`src/rtl/prl_pkg.sv`:
```
// prl_pkg: shared types and codes for the positional record list.
// Used by prl_cell, prl_match and positional_record_list.
`timescale 1ns / 1ps

package prl_pkg;

  localparam int unsigned DEF_CAPACITY   = 64;
  localparam int unsigned DEF_NAME_BYTES = 20;

  typedef enum logic [1:0] {
    OP_INSERT = 2'd0,
    OP_DELETE = 2'd1,
    OP_SEARCH = 2'd2,
    OP_READ   = 2'd3
  } op_e;

  typedef enum logic [1:0] {
    ST_OK        = 2'd0,
    ST_FULL      = 2'd1,
    ST_BAD_POS   = 2'd2,
    ST_NOT_FOUND = 2'd3
  } status_e;

  typedef enum logic [1:0] {
    CELL_HOLD   = 2'd0,
    CELL_INSERT = 2'd1,
    CELL_DELETE = 2'd2,
    CELL_ROTATE = 2'd3
  } cell_cmd_e;

  typedef struct packed {
    logic [31:0]        mark;
    logic signed [31:0] id;
    logic [31:0]        name2;
    logic [63:0]        name1;
    logic [63:0]        name0;
  } record_t;

  typedef struct packed {
    cell_cmd_e cmd;
    record_t   wr_rec;
  } cell_ctrl_t;

endpackage

```
`src/rtl/prl_match.sv`:
```
// prl_match: byte-wise name compare with zero-terminator semantics.
// Depends on prl_pkg.
`timescale 1ns / 1ps

module prl_match #(
  parameter int unsigned NAME_BYTES = prl_pkg::DEF_NAME_BYTES
) (
  input  prl_pkg::record_t stored_i,
  input  prl_pkg::record_t key_i,
  output logic             match_o
);

  logic [159:0] a_vec, b_vec;

  assign a_vec = {stored_i.name2, stored_i.name1, stored_i.name0};
  assign b_vec = {key_i.name2, key_i.name1, key_i.name0};

  // compare stops at the first mismatch or at the stored terminator
  always_comb begin
    logic alive;
    logic m;
    alive = 1'b1;
    m     = 1'b1;
    for (int k = 0; k < NAME_BYTES; k++) begin
      if (alive) begin
        if (a_vec[8*k +: 8] != b_vec[8*k +: 8]) begin
          m     = 1'b0;
          alive = 1'b0;
        end else if (a_vec[8*k +: 8] == 8'd0) begin
          alive = 1'b0;
        end
      end
    end
    match_o = m;
  end

endmodule
```
`config.mk`:
```
export PLATFORM = sky130hd
export DESIGN_NAME = prl_match
export DESIGN_NICKNAME = d
export VERILOG_FILES = /design/src/rtl/prl_pkg.sv /design/src/rtl/prl_match.sv
export SDC_FILE = /design/constraint.sdc
export NUM_CORES = 1
export LEC_CHECK = 0
export BUFFER_PORTS_ARGS = -buffer_cell sky130_fd_sc_hd__buf_2
export CAP_MARGIN = 20
export CELL_PAD_IN_SITES_DETAIL_PLACEMENT = 1
export CELL_PAD_IN_SITES_GLOBAL_PLACEMENT = 1
export CORE_AREA = 4 4 174 176
export DETAILED_ROUTE_END_ITERATION = 12
export DIE_AREA = 0 0 178 180
export PLACE_DENSITY_LB_ADDON = 0.1
export SYNTH_ARGS = -nofsm -noshare
export SYNTH_HDL_FRONTEND = slang
export SYNTH_SLANG_ARGS = --single-unit
```
`constraint.sdc`:
```
create_clock -name vclk -period 4.73
set_input_delay 0.473 -clock vclk [all_inputs]
set_output_delay 0.473 -clock vclk [all_outputs]
set_load 0.01 [all_outputs]
```
==> results.tsv, run 1 <==
stage	metric	value	unit
power	Power Density	72.98	nW/um^2
global_route	global route overflow	0	
yosys	post-synth net total	745	
global_route	grt met1 use	9.739	%
floorplanning	Initial Util	7.724	%
final_layout	Seq cells	0	
global_route	largest net degree at the start of global routing	3	
floorplanning	Die H	180	um
route	DRC violations left	0	
floorplanning	core area	28630	um^2
critical_path	crit-path cells	buf_2 > or4_4 > nor2_1 > a31oi_1 > a2111oi_2 > o21ai_1 > a21oi_1 > buf_2	
timing	Hold Vio Cnt, Final	0	
yosys	largest family of logic cells by synthesized area	XOR/XNOR gates	
global_route	gr busiest metal	met2	
run_status	status	finished clean	
route	drt total wl	15.16	mm
placed_design	GPL Wtd Cong	0.7704	
global_route	initial antenna violation count	4	
floorplanning	Die ar.	32040	um^2
yosys	Synth Cell Area	2211	um^2
timing	Tmin final	2.830	ns
cts	Setup Buffers After CTS	0	
cts	hold_buf cts	0	
final_layout	# fillers	3536	
yosys	Synth Instances	297	
power	Worst VDD drop	0.00001582	V
global_route	vias in the first global route	4186	
route	vias per cell	3.515	
final_layout	Area growth, synth to finish	94.40	%
critical_path	slowest stage cell, crit path	or4_4	
route	DRT Pass-1 Iters	5	
final_layout	FF+latch area	0	um^2
hold_path	Hold WC Path Type	primary input to output port	
critical_path	CP startpoint kind	primary input	
timing	Finish-stage setup viols	0	
final_layout	number of clock buffers in the layout	0	
route	post-detailed-route count of antenna-violating nets	0	
floorplanning	Die Wd	178	um
floorplanning	IO Count	449	
yosys	Adder-Cell Fraction of Synth Area	0	%
yosys	top cell type's share of synthesized area	31.69	%
yosys	Post-Synth XOR/XNOR Area	63.38	%
yosys	list of most frequent post-synthesis cells	xnor2_1 (80), xor2_1 (80), nor4_1 (53), nand4_1 (22), nand2_1 (21)	
final_layout	Antenna Diode Count	0	
yosys	Seq/Total Area, Yosys	0	%
hold_path	Endpoint, Worst Hold	match_o	
job	max_cap viols	0	
placed_design	post-DP HPWL	14.86	mm
yosys	Synth area leaders	xnor2_1 (32%), xor2_1 (32%), nor4_1 (15%)	
yosys	yosys warns	0	
critical_path	CP dominant cell by count	buf_2	
timing	WHS	1.476	ns
global_route	met3 Use GR	2.416	%
yosys	Syn Area/Cell	7.444	um^2
hold_path	hold path cells	7	
timing	max-slew violation count	0	
power	leak pwr	1.866	nW
cts	PostCTS Resize Cnt	0	
critical_path	crit end category	output port	
critical_path	WP data arrival	2.36	ns
yosys	post-synthesis compound-gate area fraction	5.716	%
final_layout	share of layout cells above drive strength 1	52.27	%
final_layout	nets	1068	
critical_path	critical path class	primary input to output port	
floorplanning	row count	62	
timing	setup TNS	0	ns
route	DR iter-0 viols	55	
yosys	Post-Synth Simple-Gate Area	30.90	%
yosys	synth unique cells	25	
placed_design	count of port buffers added during placement	321	
global_route	Tot GR Track Use	8.551	%
timing	final period utilization	59.84	%
critical_path	slowest stage delay, CP	0.52	ns
hold_path	HP Start	key_i[1]	
route	WL per Instance	15.13	um
yosys	mux contribution to synthesized area	0	%
global_route	first-pass GRT wire length	22.29	mm
timing	fmax	353.3	MHz
timing	Worst-Margin Slew	0.6664	ns
timing	Slew headroom	55.16	%
critical_path	worst path required time	4.26	ns
route	Via Count	3522	
global_route	met2 Use GR	16.48	%
timing	RSZ-0062 raised after global routing	no	
yosys	most area-hungry cell type in the Yosys netlist	xnor2_1	
critical_path	worst-path fanout max	2	
cells in the final DEF (no fill, tap or decap), drive strengths merged:
master	netlist	routed
a2111oi	1	1
a211oi	1	1
a21boi	1	1
a21oi	3	3
a221oi	1	1
a222oi	1	1
a311oi	1	1
a31oi	2	2
and4	1	1
buf	0	321
nand2	21	21
nand3	2	2
nand4	22	22
nand4b	1	1
nor2	10	10
nor3	1	1
nor4	53	53
nor4b	1	1
o211ai	1	1
o21ai	5	5
o311ai	1	1
or4	7	7
xnor2	80	80
xor2	80	80
kinds of logic (layout without fill, tap and decap cells):
| group | count (synthesis) | count (layout) |
|---|---|---|
| buffers and inverters | 0 | 321 |
| xor gates and xnor gates | 160 | 160 |
| and+or+nand+nor | 119 | 119 |
| AOI/OAI and AO/OA | 18 | 18 |
worst max-delay path: cells and delay by family:
| kind | cells | cell delay (ns) |
|---|---|---|
| AO/OA/AOI/OAI | 4 | 0.95 |
| buffers and inverters | 2 | 0.28 |
| AND/OR/NAND/NOR | 2 | 0.65 |
layer usage:
metal | up-vias | share of wire (%)
li1 | 1744 | -
met1 | 1573 | 39
met2 | 185 | 51
met3 | 12 | 9.9
met4 | 8 | 0.47
met5 | - | 0.26
per-stage QoR:
stage | setup slack (ns) | utilization, % | std cells | cell area [um^2] | power (mW)
floorplan | 2.455 | - | 297 | 2211 | 0.1204
finish | 1.900 | 15.01 | 1002 | 4298 | 0.3136
global route | 1.594 | 15.01 | 1002 | 4298 | 0.3503
CTS | 1.691 | 15.01 | 1002 | 4298 | 0.3212
detailed placement | 1.699 | 15.01 | 1002 | 4298 | 0.3194
global placement | 1.798 | 15.01 | 1002 | 4298 | 0.3140
power by group:
part           total [mW]  internal, mW  leakage, nW  switching [mW]
registers               0             0            0               0
clock network           0             0            0               0
logic               0.314         0.177         1.87           0.137
total               0.314         0.177         1.87           0.137
worst max-delay path by stage:
stage                              from  cells after the start  endpoint
after global placement    stored_i[128]                      8   match_o
after CTS                    key_i[118]                      9   match_o
after global routing         key_i[112]                      9   match_o
final                     stored_i[128]                      8   match_o
after detailed placement     key_i[118]                      9   match_o
after floorplan           stored_i[132]                      6   match_o
area by class of cell:
type / count / area [um^2] / area share, %
multi-input cells: 297 / 2211 / 51.44
repair buffers: 321 / 1607 / 37.38
well taps: 384 / 480.5 / 11.18
Note: power is estimated with default switching activity, not from simulation.
==> run 2, diff against run 1 <==
- CORE_AREA: 4 4 174 176 -> 4 4 172 174
- DIE_AREA: 0 0 178 180 -> 0 0 176 178
- clock period: 4.73 -> 2.4 ns (I/O delays scaled with it)
==> run 2 against run 1 <==
  * Worst hold slack worse by 0.44 ns
  * Sequential cell count stayed put
  * Non-clock buffer count is 6 higher
  * Utilization is 0.73 points higher
  * Count of clock-buffer cells in the layout stayed put
  * Global-route usage hardly changed
  * Critical path type unchanged
  * Critical endpoint unchanged
==> results.tsv, run 2 (same netlist as run 1, synthesis figures left out) <==
stage	metric	value	unit	change
route	post-detailed-route count of antenna-violating nets	0		unchanged
route	vias per cell	3.557		was 3.515
final_layout	number of clock buffers in the layout	0		unchanged
cts	hold_buf cts	0		unchanged
route	DRT Pass-1 Iters	6		was 5
power	Tot Pwr	0.6293	mW	was 0.3136 mW
final_layout	Area growth, synth to finish	97.91	%	was 94.40%
hold_path	Hold WC Path Type	primary input to output port		unchanged
floorplanning	row count	61		was 62
timing	Hold Vio Cnt, Final	0		unchanged
cts	Setup Buffers After CTS	0		unchanged
job	max_cap viols	0		unchanged
final_layout	final core occ	15.75	%	was 15.01%
run_status	status	finished clean		unchanged
global_route	initial antenna violation count	4		unchanged
timing	RSZ-0062 raised after global routing	no		unchanged
final_layout	share of layout cells above drive strength 1	53.69	%	was 52.27%
floorplanning	core area	27780	um^2	was 28,630 um^2
critical_path	crit end category	output port		unchanged
critical_path	WP data arrival	2.05	ns	was 2.36 ns
timing	Worst-Margin Slew	0.4853	ns	was 0.6664 ns
timing	Slew headroom	67.35	%	was 55.16%
global_route	Tot GR Track Use	8.518	%	was 8.551%
route	DR iter-0 viols	36		was 55
placed_design	post-DP HPWL	14.69	mm	was 14.86 mm
floorplanning	IO Count	449		unchanged
global_route	first-pass GRT wire length	21.54	mm	was 22.29 mm
critical_path	worst-path fanout max	2		unchanged
floorplanning	Initial Util	7.958	%	was 7.724%
global_route	global route overflow	0		unchanged
final_layout	most common library cell in the layout ignoring fill and taps	buf_2		unchanged
power	leak pwr	1.895	nW	was 1.866 nW
placed_design	count of port buffers added during placement	321		unchanged
critical_path	worst path required time	2.16	ns	was 4.26 ns
route	Via Count	3568		was 3,522
critical_path	CP startpoint kind	primary input		unchanged
final_layout	FF+latch area	0	um^2	unchanged
route	DRC violations left	0		unchanged
timing	Finish-stage setup viols	0		unchanged
global_route	largest net degree at the start of global routing	3		unchanged
critical_path	critical path class	primary input to output port		unchanged
final_layout	Seq cells	0		unchanged
placed_design	GPL Wtd Cong	0.7656		was 0.7704
timing	fmax	436.2	MHz	
route	drt total wl	15.03	mm	was 15.16 mm
timing	final period utilization	95.53	%	
power	Power Density	143.8	nW/um^2	was 72.98 nW/um^2
route	WL per Instance	14.98	um	was 15.13 um
timing	Tmin final	2.293	ns	
hold_path	hold path cells	7		unchanged
floorplanning	Die H	178	um	was 180 um
floorplanning	Die Wd	176	um	was 178 um
final_layout	most frequent cells in the layout	buf_2 (321), xnor2_1 (80), xor2_1 (80), nor4_1 (51), nand4_1 (22)		was buf_2 (321), xnor2_1 (80), xor2_1 (80), nor4_1 (53), nand4_1 (22)
timing	max-slew violation count	0		unchanged
final_layout	nets	1074		was 1,068
global_route	vias in the first global route	4103		was 4,186
power	Worst VDD drop	0.00003593	V	was 0.00001582 V
floorplanning	Die ar.	31330	um^2	was 32,040 um^2
run 2: final timing paths:
check / from / endpoint / slack, ns
hold / removal: key_i[3] / match_o / 1.04
setup / recovery: key_i[79] / match_o / 0.11
run 2: metrics by stage:
stage	setup slack [ns]	cells	TNS, ns	hold slack [ns]	cell area (um^2)
floorplan	0.5910	297	0	0.7376	2211
global placement	-0.05533	1002	-0.05533	1.066	4335
detailed placement	-0.1085	1002	-0.1085	1.064	4335
CTS	0.004019	1002	0	1.066	4358
global route	0.006581	1002	0	1.079	4373
finish	0.1074	1003	0	1.038	4375
run 2: what timing repair did:
item,CTS,global route
pin swaps,2,3
resized for setup,3,5
setup endpoints to repair,1,1
run 2: cell type report:
cell class | count | area (um^2)
Antenna cell | 1 | 2.502
Fill cell | 3494 | 23410
Multi-Input combinational cell | 297 | 2248
Tap cell | 378 | 473.0
Timing Repair Buffer | 327 | 1652
run 2: where the power goes:
group	total (mW)	switching (mW)	internal (mW)
combinational	0.629	0.274	0.355
sequential	0	0	0
clock	0.0000000559	0	0.0000000559
run 2: worst max-delay path: stages:
cell and delay (ns):
buf_2 0.10, xor2_1 0.16, nor4_1 0.37, nand2_1 0.17, or4_1 0.54, nor3_1 0.23, a21oi_2 0.08, buf_2 0.15
run 2: metal layers:
metal	part of all wire (%)	global-route usage, %	vias to the layer above
li1	-	-	1760
met1	37	9.205	1598
met2	52	16.64	194
met3	11	3.264	8
met4	0.013	0.1624	8
met5	0.37	0	-
