[config.mk]
export PLATFORM = sky130hd
export DESIGN_NAME = prl_cell
export DESIGN_NICKNAME = d
export VERILOG_FILES = /design/src/rtl/prl_pkg.sv /design/src/rtl/prl_cell.sv
export SDC_FILE = /design/constraint.sdc
export NUM_CORES = 1
export LEC_CHECK = 0
export ABC_AREA = 1
export BUFFER_PORTS_ARGS = -buffer_cell sky130_fd_sc_hd__buf_2
export CAP_MARGIN = 20
export CORE_AREA = 10 10 349 351
export DETAILED_ROUTE_END_ITERATION = 7
export DIE_AREA = 0 0 359 361
export SLEW_MARGIN = 40
export SYNTH_ARGS = -nofsm -noshare
export SYNTH_HDL_FRONTEND = slang
export SYNTH_SLANG_ARGS = --single-unit
export TNS_END_PERCENT = 1
[constraint.sdc]
create_clock -name clk_i -period 15 [get_ports clk_i]
set_input_delay 1.5 -clock clk_i [delete_from_list [all_inputs] [get_ports clk_i]]
set_output_delay 1.5 -clock clk_i [all_outputs]
set_load 0.05 [all_outputs]
[src/rtl/prl_pkg.sv]
// prl_pkg: shared types and codes for the positional record list.
// Used by prl_cell, prl_match and positional_record_list.
`timescale 1ns / 1ps

package prl_pkg;

  localparam int unsigned DEF_CAPACITY   = 64;
  localparam int unsigned DEF_NAME_BYTES = 20;

  typedef enum logic [1:0] {
    OP_INSERT = 2'd0,
    OP_DELETE = 2'd1,
    OP_SEARCH = 2'd2,
    OP_READ   = 2'd3
  } op_e;

  typedef enum logic [1:0] {
    ST_OK        = 2'd0,
    ST_FULL      = 2'd1,
    ST_BAD_POS   = 2'd2,
    ST_NOT_FOUND = 2'd3
  } status_e;

  typedef enum logic [1:0] {
    CELL_HOLD   = 2'd0,
    CELL_INSERT = 2'd1,
    CELL_DELETE = 2'd2,
    CELL_ROTATE = 2'd3
  } cell_cmd_e;

  typedef struct packed {
    logic [31:0]        mark;
    logic signed [31:0] id;
    logic [31:0]        name2;
    logic [63:0]        name1;
    logic [63:0]        name0;
  } record_t;

  typedef struct packed {
    cell_cmd_e cmd;
    record_t   wr_rec;
  } cell_ctrl_t;

endpackage

[src/rtl/prl_cell.sv]
// prl_cell: one slot of the record row; shifts up, down or rotates with
// its neighbors. Depends on prl_pkg.
`timescale 1ns / 1ps

module prl_cell #(
  parameter int unsigned INDEX = 0,
  parameter int unsigned POS_W = 7
) (
  input  logic                 clk_i,
  input  prl_pkg::cell_ctrl_t  ctrl_i,
  input  logic [POS_W-1:0]     pos_i,
  input  prl_pkg::record_t     left_i,
  input  prl_pkg::record_t     right_i,
  output prl_pkg::record_t     rec_o
);

  localparam logic [POS_W-1:0] MyIdx = POS_W'(INDEX);

  prl_pkg::record_t rec_q, rec_d;

  always_comb begin
    rec_d = rec_q;
    unique case (ctrl_i.cmd)
      prl_pkg::CELL_INSERT: begin
        if (MyIdx > pos_i) begin
          rec_d = left_i;
        end else if (MyIdx == pos_i) begin
          rec_d = ctrl_i.wr_rec;
        end
      end
      prl_pkg::CELL_DELETE: begin
        if (MyIdx >= pos_i) begin
          rec_d = right_i;
        end
      end
      prl_pkg::CELL_ROTATE: rec_d = right_i;
      default:              rec_d = rec_q;
    endcase
  end

  always_ff @(posedge clk_i) begin
    rec_q <= rec_d;
  end

  assign rec_o = rec_q;

endmodule

==> results of run 1 <==
-- routing by layer --
metal	vias up	part of all wire	wire (µm)
met1	4264	0.42	28200
met4	20	0.022	1460
met2	697	0.39	26200
met5	-	0.0019	129
met3	149	0.16	10600
li1	4437	-	-
-- report_power, final --
part / internal, W / total, W / switching (W)
Sequential: 0.000748 / 0.000760 / 0.0000117
Combinational: 0.0000956 / 0.000382 / 0.000287
Clock: 0.000405 / 0.000693 / 0.000288
-- cell usage after synthesis --
library cell / n
clkbuf_1: 4
buf_6: 2
inv_1: 3
o21bai_1: 1
buf_4: 18
inv_4: 1
nand2_1: 675
buf_2: 25
edfxtp_1: 224
nor2_1: 3
nand3_1: 1
-- stage by stage --
| stage | hold slack, ns | power [W] | setup WS (ns) |
|---|---|---|---|
| final | 1.15 | 0.00184 | 10.29 |
| after global routing | 1.12 | 0.00192 | 9.98 |
| after CTS | 1.10 | 0.00187 | 10.08 |
| after detailed placement | 1.77 | 0.00116 | 9.40 |
| after global placement | 1.76 | 0.00116 | 9.29 |
| after floorplan | 1.68 | 0.00102 | 1.95 |
-- worst min path at each step --
| stage | to | slack, ns | start |
|---|---|---|---|
| floorplan | rec_o[0]$_DFFE_PP_ | 1.68 | ctrl_i[0] |
| global placement | rec_o[152]$_DFFE_PP_ | 1.76 | ctrl_i[152] |
| detailed placement | rec_o[3]$_DFFE_PP_ | 1.77 | ctrl_i[3] |
| CTS | rec_o[210]$_DFFE_PP_ | 1.10 | ctrl_i[210] |
| global route | rec_o[210]$_DFFE_PP_ | 1.12 | ctrl_i[210] |
| finish | rec_o[149]$_DFFE_PP_ | 1.15 | ctrl_i[149] |
-- final cells by class --
type | count | area (µm²) | share of cell area
diodes | 16 | 40.0 | 0.00255
flip-flops and latches | 224 | 6730 | 0.428
repair buffers | 691 | 3520 | 0.224
clock buffers | 35 | 748 | 0.0476
well taps | 1524 | 1910 | 0.121
clock inverters | 17 | 176 | 0.0112
multi-input cells | 680 | 2570 | 0.164
inverters | 4 | 22.5 | 0.00143
-- placed cells by master (no fill, tap or decap), types with 3 or more instances in the layout --
| cell | instances |
|---|---|
| nor2_1 | 3 |
| buf_2 | 680 |
| bufinv_16 | 3 |
| buf_4 | 6 |
| inv_1 | 3 |
| clkinv_1 | 3 |
| nand2_1 | 675 |
| clkbuf_1 | 6 |
| clkinv_2 | 5 |
| clkbuf_16 | 29 |
| buf_6 | 3 |
| edfxtp_1 | 224 |
| diode_2 | 16 |
-- critical path, cell delays in order --
cell and delay, ns:
buf_8 0.26, buf_4 0.50, inv_8 0.20, nand2_1 0.16, nand3_1 0.12, o21bai_4 0.12
buf_4 0.51, buf_4 0.44, buf_12 0.28, buf_6 0.48
-- logic make-up after synthesis --
group,after synthesis
simple gates,679
flops,224
buf+inv,53
compound gates,1
==> flow_metrics.py, run 1 <==
metrics = {
    "clocking": {
        "cts_resized": 0,
        "clock_tree.buffer_depth": 3,
        "cts_tree": "done",
        "cts.htree.levels": 1,
        "cts_buffers": 28,
        "cts-root-buf": "clkbuf_16",
        "cts_num_sinks": 224,
        "path_clk_slew_ns": 0.06,
        "cts_setup_buffers": 0,
        "ctsHoldBuffers": 0,
    },
    "timing": {
        "max_freq_mhz": 212,
        "hold_viol": 0,
        "worstMarginPinSlew_ns": 0.805,
        "period_share": 0.314,
        "slew_headroom": 0.464,
        "finalSetupTns_ns": 0,
        "rsz0062_at_grt": "false",
        "finalSetupViolCount": 0,
        "fin_crit_ns": 4.71,
        "slew_viol_final": 0,
    },
    "logic_synthesis": {
        "avgSynthCellArea_um2": 10.0,
        "synth.ff_latch_count": 224,
        "synth_area_leader_cell": "edfxtp_1",
        "syn-num-nets": 1639,
        "synth-xor-area-share": 0,
        "synthSimpleGateAreaFrac": 0.266,
        "ys_seq_area_frac": 0.701,
        "synth_top_family_by_area": "simple AND/OR/NAND/NOR gates",
        "ys.warnings.count": 0,
        "synth_cell_type_count": 11,
        "synth_area_um2": 9600,
        "synthMuxAreaShare": 0,
        "synth_cells": 957,
        "synth_area_leaders": "edfxtp_1, nand2_1, buf_4",
        "synth_top_area_frac": 0.701,
        "synth_compound_area_frac": 0.000782,
        "synthAdderAreaFrac": 0,
    },
    "worst_setup_path": {
        "path_class": "input port to register",
        "startpoint_type": "input port",
        "crit_start": "ctrl_i[225]",
        "end_kind": "register",
        "crit_end": "rec_o[85]$_DFFE_PP_",
        "worstPathArrival_ns": 4.95,
        "cp_max_fo": 75,
        "cp.required_ns": 15.24,
    },
    "finish": {
        "drive_above_1_share": 0.446,
        "area_growth_pct": 63.6,
        "largest_reg_flops": 224,
        "n_fill_cell": 13300,
        "nets": 2311,
        "layoutNonFillerInstCount": 3191,
        "stdcell_area_um2": 15700,
        "fin_util": 0.136,
    },
    "global_routing": {
        "overflow": 0,
        "grt_pass1_vias": 9959,
        "global_route.peak_usage_layer": "met2",
        "use_met2": 0.140,
        "grt_use_met3": 0.0605,
        "antenna_found_initial": 88,
        "grt_max_degree": 80,
        "grt_pass1_wl_um": 87200,
        "gr-usage-met1": 0.125,
        "grt_use_total": 0.0977,
    },
    "placement": {
        "place_inst": 3123,
        "post-dp-hpwl_um": 58100,
        "finalWeightedCongestion": 0.817,
        "place_area_um2": 14700,
        "io_buffers": 681,
    },
    "route": {
        "via_count": 9567,
        "drt-total-wl_um": 66600,
        "drt_iter0_drc": 570,
        "drc": 0,
        "dr.pass1.iters": 5,
        "routedWlPerCell_um": 20.9,
        "drtAntennaViolNets": 0,
        "vias_per_cell": 3.00,
    },
    "worst_hold_path": {
        "holdPathStages": 3,
        "hp-class": "input port to register",
    },
    "floorplan": {
        "die_h_um": 361,
        "rows": 125,
        "core_area_um2": 115000,
        "die_w_um": 359,
        "start_util": 0.0834,
        "ios": 906,
        "die_area_um2": 130000,
    },
    "power": {
        "vdd_ir_drop_max_v": 0.0000848,
        "p_leak_nw": 7.24,
        "cellPowerDensity_nw_per_um2": 117,
    },
    "run": {
        "drv_cap": 0,
    },
    "status": {
        "outcome": "complete, no violations",
    },
}
Note: power is estimated with default switching activity, not from simulation.
==> inputs of run 2 (changes only) <==
clock period = 4.35 ns   (was 15 ns; I/O delays follow)
==> flow_metrics.py, run 2 (synthesis results as in run 1) <==
metrics = {
    "timing": {
        "period_share": 0.422,
        "finalSetupTns_ns": 0,
        "slew_headroom": 0.391,
        "hold_viol": 0,
        "slew_viol_final": 0,
        "fin_crit_ns": 1.84,
        "worstMarginPinSlew_ns": 0.914,
        "finalSetupViolCount": 0,
        "max_freq_mhz": 544,
        "rsz0062_at_grt": "false",
    },
    "finish": {
        "drive_above_1_share": 0.446,
        "area_growth_pct": 63.5,
        "largest_reg_flops": 224,
        "multi_input_area_um2": 2580,
        "nets": 2314,
        "n_fill_cell": 13300,
        "seqCellArea_um2": 6730,
        "layout.cells.most_common": "buf_2",
        "fin_util": 0.136,
        "final_cell_mix": "buf_2, nand2_1, edfxtp_1, clkbuf_16, buf_4",
    },
    "clocking": {
        "cts_buffers": 28,
        "path_clk_slew_ns": 0.07,
        "cts_setup_buffers": 0,
        "cts-root-buf": "clkbuf_16",
        "cts_num_sinks": 224,
        "cts_tree": "done",
        "cts.htree.levels": 1,
        "clock_tree.buffer_depth": 3,
    },
    "run": {
        "drv_cap": 0,
    },
    "placement": {
        "io_buffers": 681,
        "post-dp-hpwl_um": 60300,
        "finalWeightedCongestion": 0.800,
    },
    "power": {
        "seqPwrFrac": 0.419,
        "combPwrFrac": 0.213,
        "cellPowerDensity_nw_per_um2": 399,
        "clockPowerShare": 0.368,
        "swShare": 0.328,
        "vdd_ir_drop_max_v": 0.000272,
        "p_leak_nw": 7.23,
        "netSwitchingPower_w": 0.00206,
        "cell_internal_pwr_w": 0.00421,
    },
    "floorplan": {
        "ios": 906,
        "core_area_um2": 115000,
        "die_area_um2": 130000,
        "die_h_um": 361,
        "rows": 125,
        "start_util": 0.0834,
        "die_w_um": 359,
    },
    "route": {
        "drc": 0,
        "via_count": 9622,
        "drtAntennaViolNets": 0,
        "drt_iter0_drc": 609,
        "routedWlPerCell_um": 21.9,
        "vias_per_cell": 3.03,
        "drt-total-wl_um": 69600,
        "dr.pass1.iters": 5,
    },
    "worst_setup_path": {
        "critical_path.cell_chain": "buf_2",
        "path_buf_inv": 1,
        "cp_max_fo": 1,
        "crit_family": "flip-flops",
        "startpoint_type": "register",
        "path_class": "register to output pin",
        "end_kind": "output pin",
        "cp.required_ns": 3.91,
        "critical-path-max-stage-delay_ns": 0.45,
        "worstPathArrival_ns": 1.40,
        "slowest_stage": "edfxtp_1",
    },
    "global_routing": {
        "overflow": 0,
        "grt_use_total": 0.102,
        "grt_pass1_wl_um": 90100,
        "antenna_found_initial": 92,
        "grt_max_degree": 137,
        "grt_pass1_vias": 9898,
    },
    "worst_hold_path": {
        "holdPathStages": 3,
        "whs_endpoint": "rec_o[6]$_DFFE_PP_",
        "hp-class": "input port to register",
        "hold_start": "ctrl_i[6]",
    },
    "status": {
        "outcome": "complete, no violations",
    },
}
[run 2: cell types whose count changed in the layout (fill, tap and decap cells not counted), moves of 2 or more]
cell	previous run	this run
diode_2	16	5
buf_12	1	5
clkinv_2	5	2
buf_6	3	1
clkinv_4	2	0
clkinvlp_4	2	4
[run 2: through the flow]
| step | power [W] | hold WS (ns) | worst slack, ns | area [µm²] | std cells |
|---|---|---|---|---|---|
| final | 0.00626 | 0.0718 | 2.51 | 15700 | 3179 |
| after global routing | 0.00657 | 0.0139 | 2.41 | 15700 | 3175 |
| after CTS | 0.00640 | 0.000849 | 2.41 | 15700 | 3174 |
| after detailed placement | 0.00402 | 0.701 | 1.98 | 14800 | 3125 |
| after global placement | 0.00400 | 0.700 | 1.99 | 14800 | 3125 |
| after floorplan | 0.00349 | 0.614 | -0.298 | 9630 | 957 |
[run 2: how the worst max path moves through the flow]
stage	to	slack, ns	start	cells after the start
floorplan	rec_o[0]$_DFFE_PP_	-0.30	ctrl_i[225]	6
global placement	rec_o[150]$_DFFE_PP_	1.99	ctrl_i[225]	7
detailed placement	rec_o[84]$_DFFE_PP_	1.98	ctrl_i[225]	7
CTS	rec_o[118]	2.41	rec_o[118]$_DFFE_PP_	1
global route	rec_o[118]	2.41	rec_o[118]$_DFFE_PP_	1
finish	rec_o[118]	2.51	rec_o[118]$_DFFE_PP_	1
[run 2: layout make-up]
| type | count | area share |
|---|---|---|
| tap | 1524 | 0.121 |
| clock buffer | 33 | 0.0458 |
| clock inverter | 15 | 0.00949 |
| timing repair buffer | 694 | 0.228 |
| antenna | 5 | 0.000797 |
| inverter | 4 | 0.00143 |
| multi-input combinational | 680 | 0.164 |
| sequential | 224 | 0.429 |
[run 2: tightest hold or removal path, delay by kind of cell]
family                 cells  cell delay (ns)
AND/OR/NAND/NOR            2             0.08
buffers and inverters      1             0.07
[run 2: repair_timing]
action / CTS / global route
hold endpoints to repair: 1 / 0
resized for setup: 0 / 0
hold buffers: 1 / 0
endpoints found under the setup margin: 0 / 0
[run 2: power by group through the flow]
stage	clock network (W)	logic, W	registers, W
2_1_floorplan	0	0.000238	0.00326
3_3_place_gp	0	0.00134	0.00266
5_1_grt	0.00251	0.00143	0.00264
4_1_cts	0.00242	0.00135	0.00263
3_5_place_dp	0	0.00135	0.00267
6_report	0.00231	0.00134	0.00262
[run 2: routing by layer]
layer  GRT usage  wire length (µm)  up-vias  part of all wire
met4      0.0187              1660       22             0.024
met2       0.145             27000      706              0.39
met1       0.139             31800     4307              0.46
li1            -                 -     4427                 -
met5           0               140        -            0.0020
met3      0.0504              8980      160              0.13
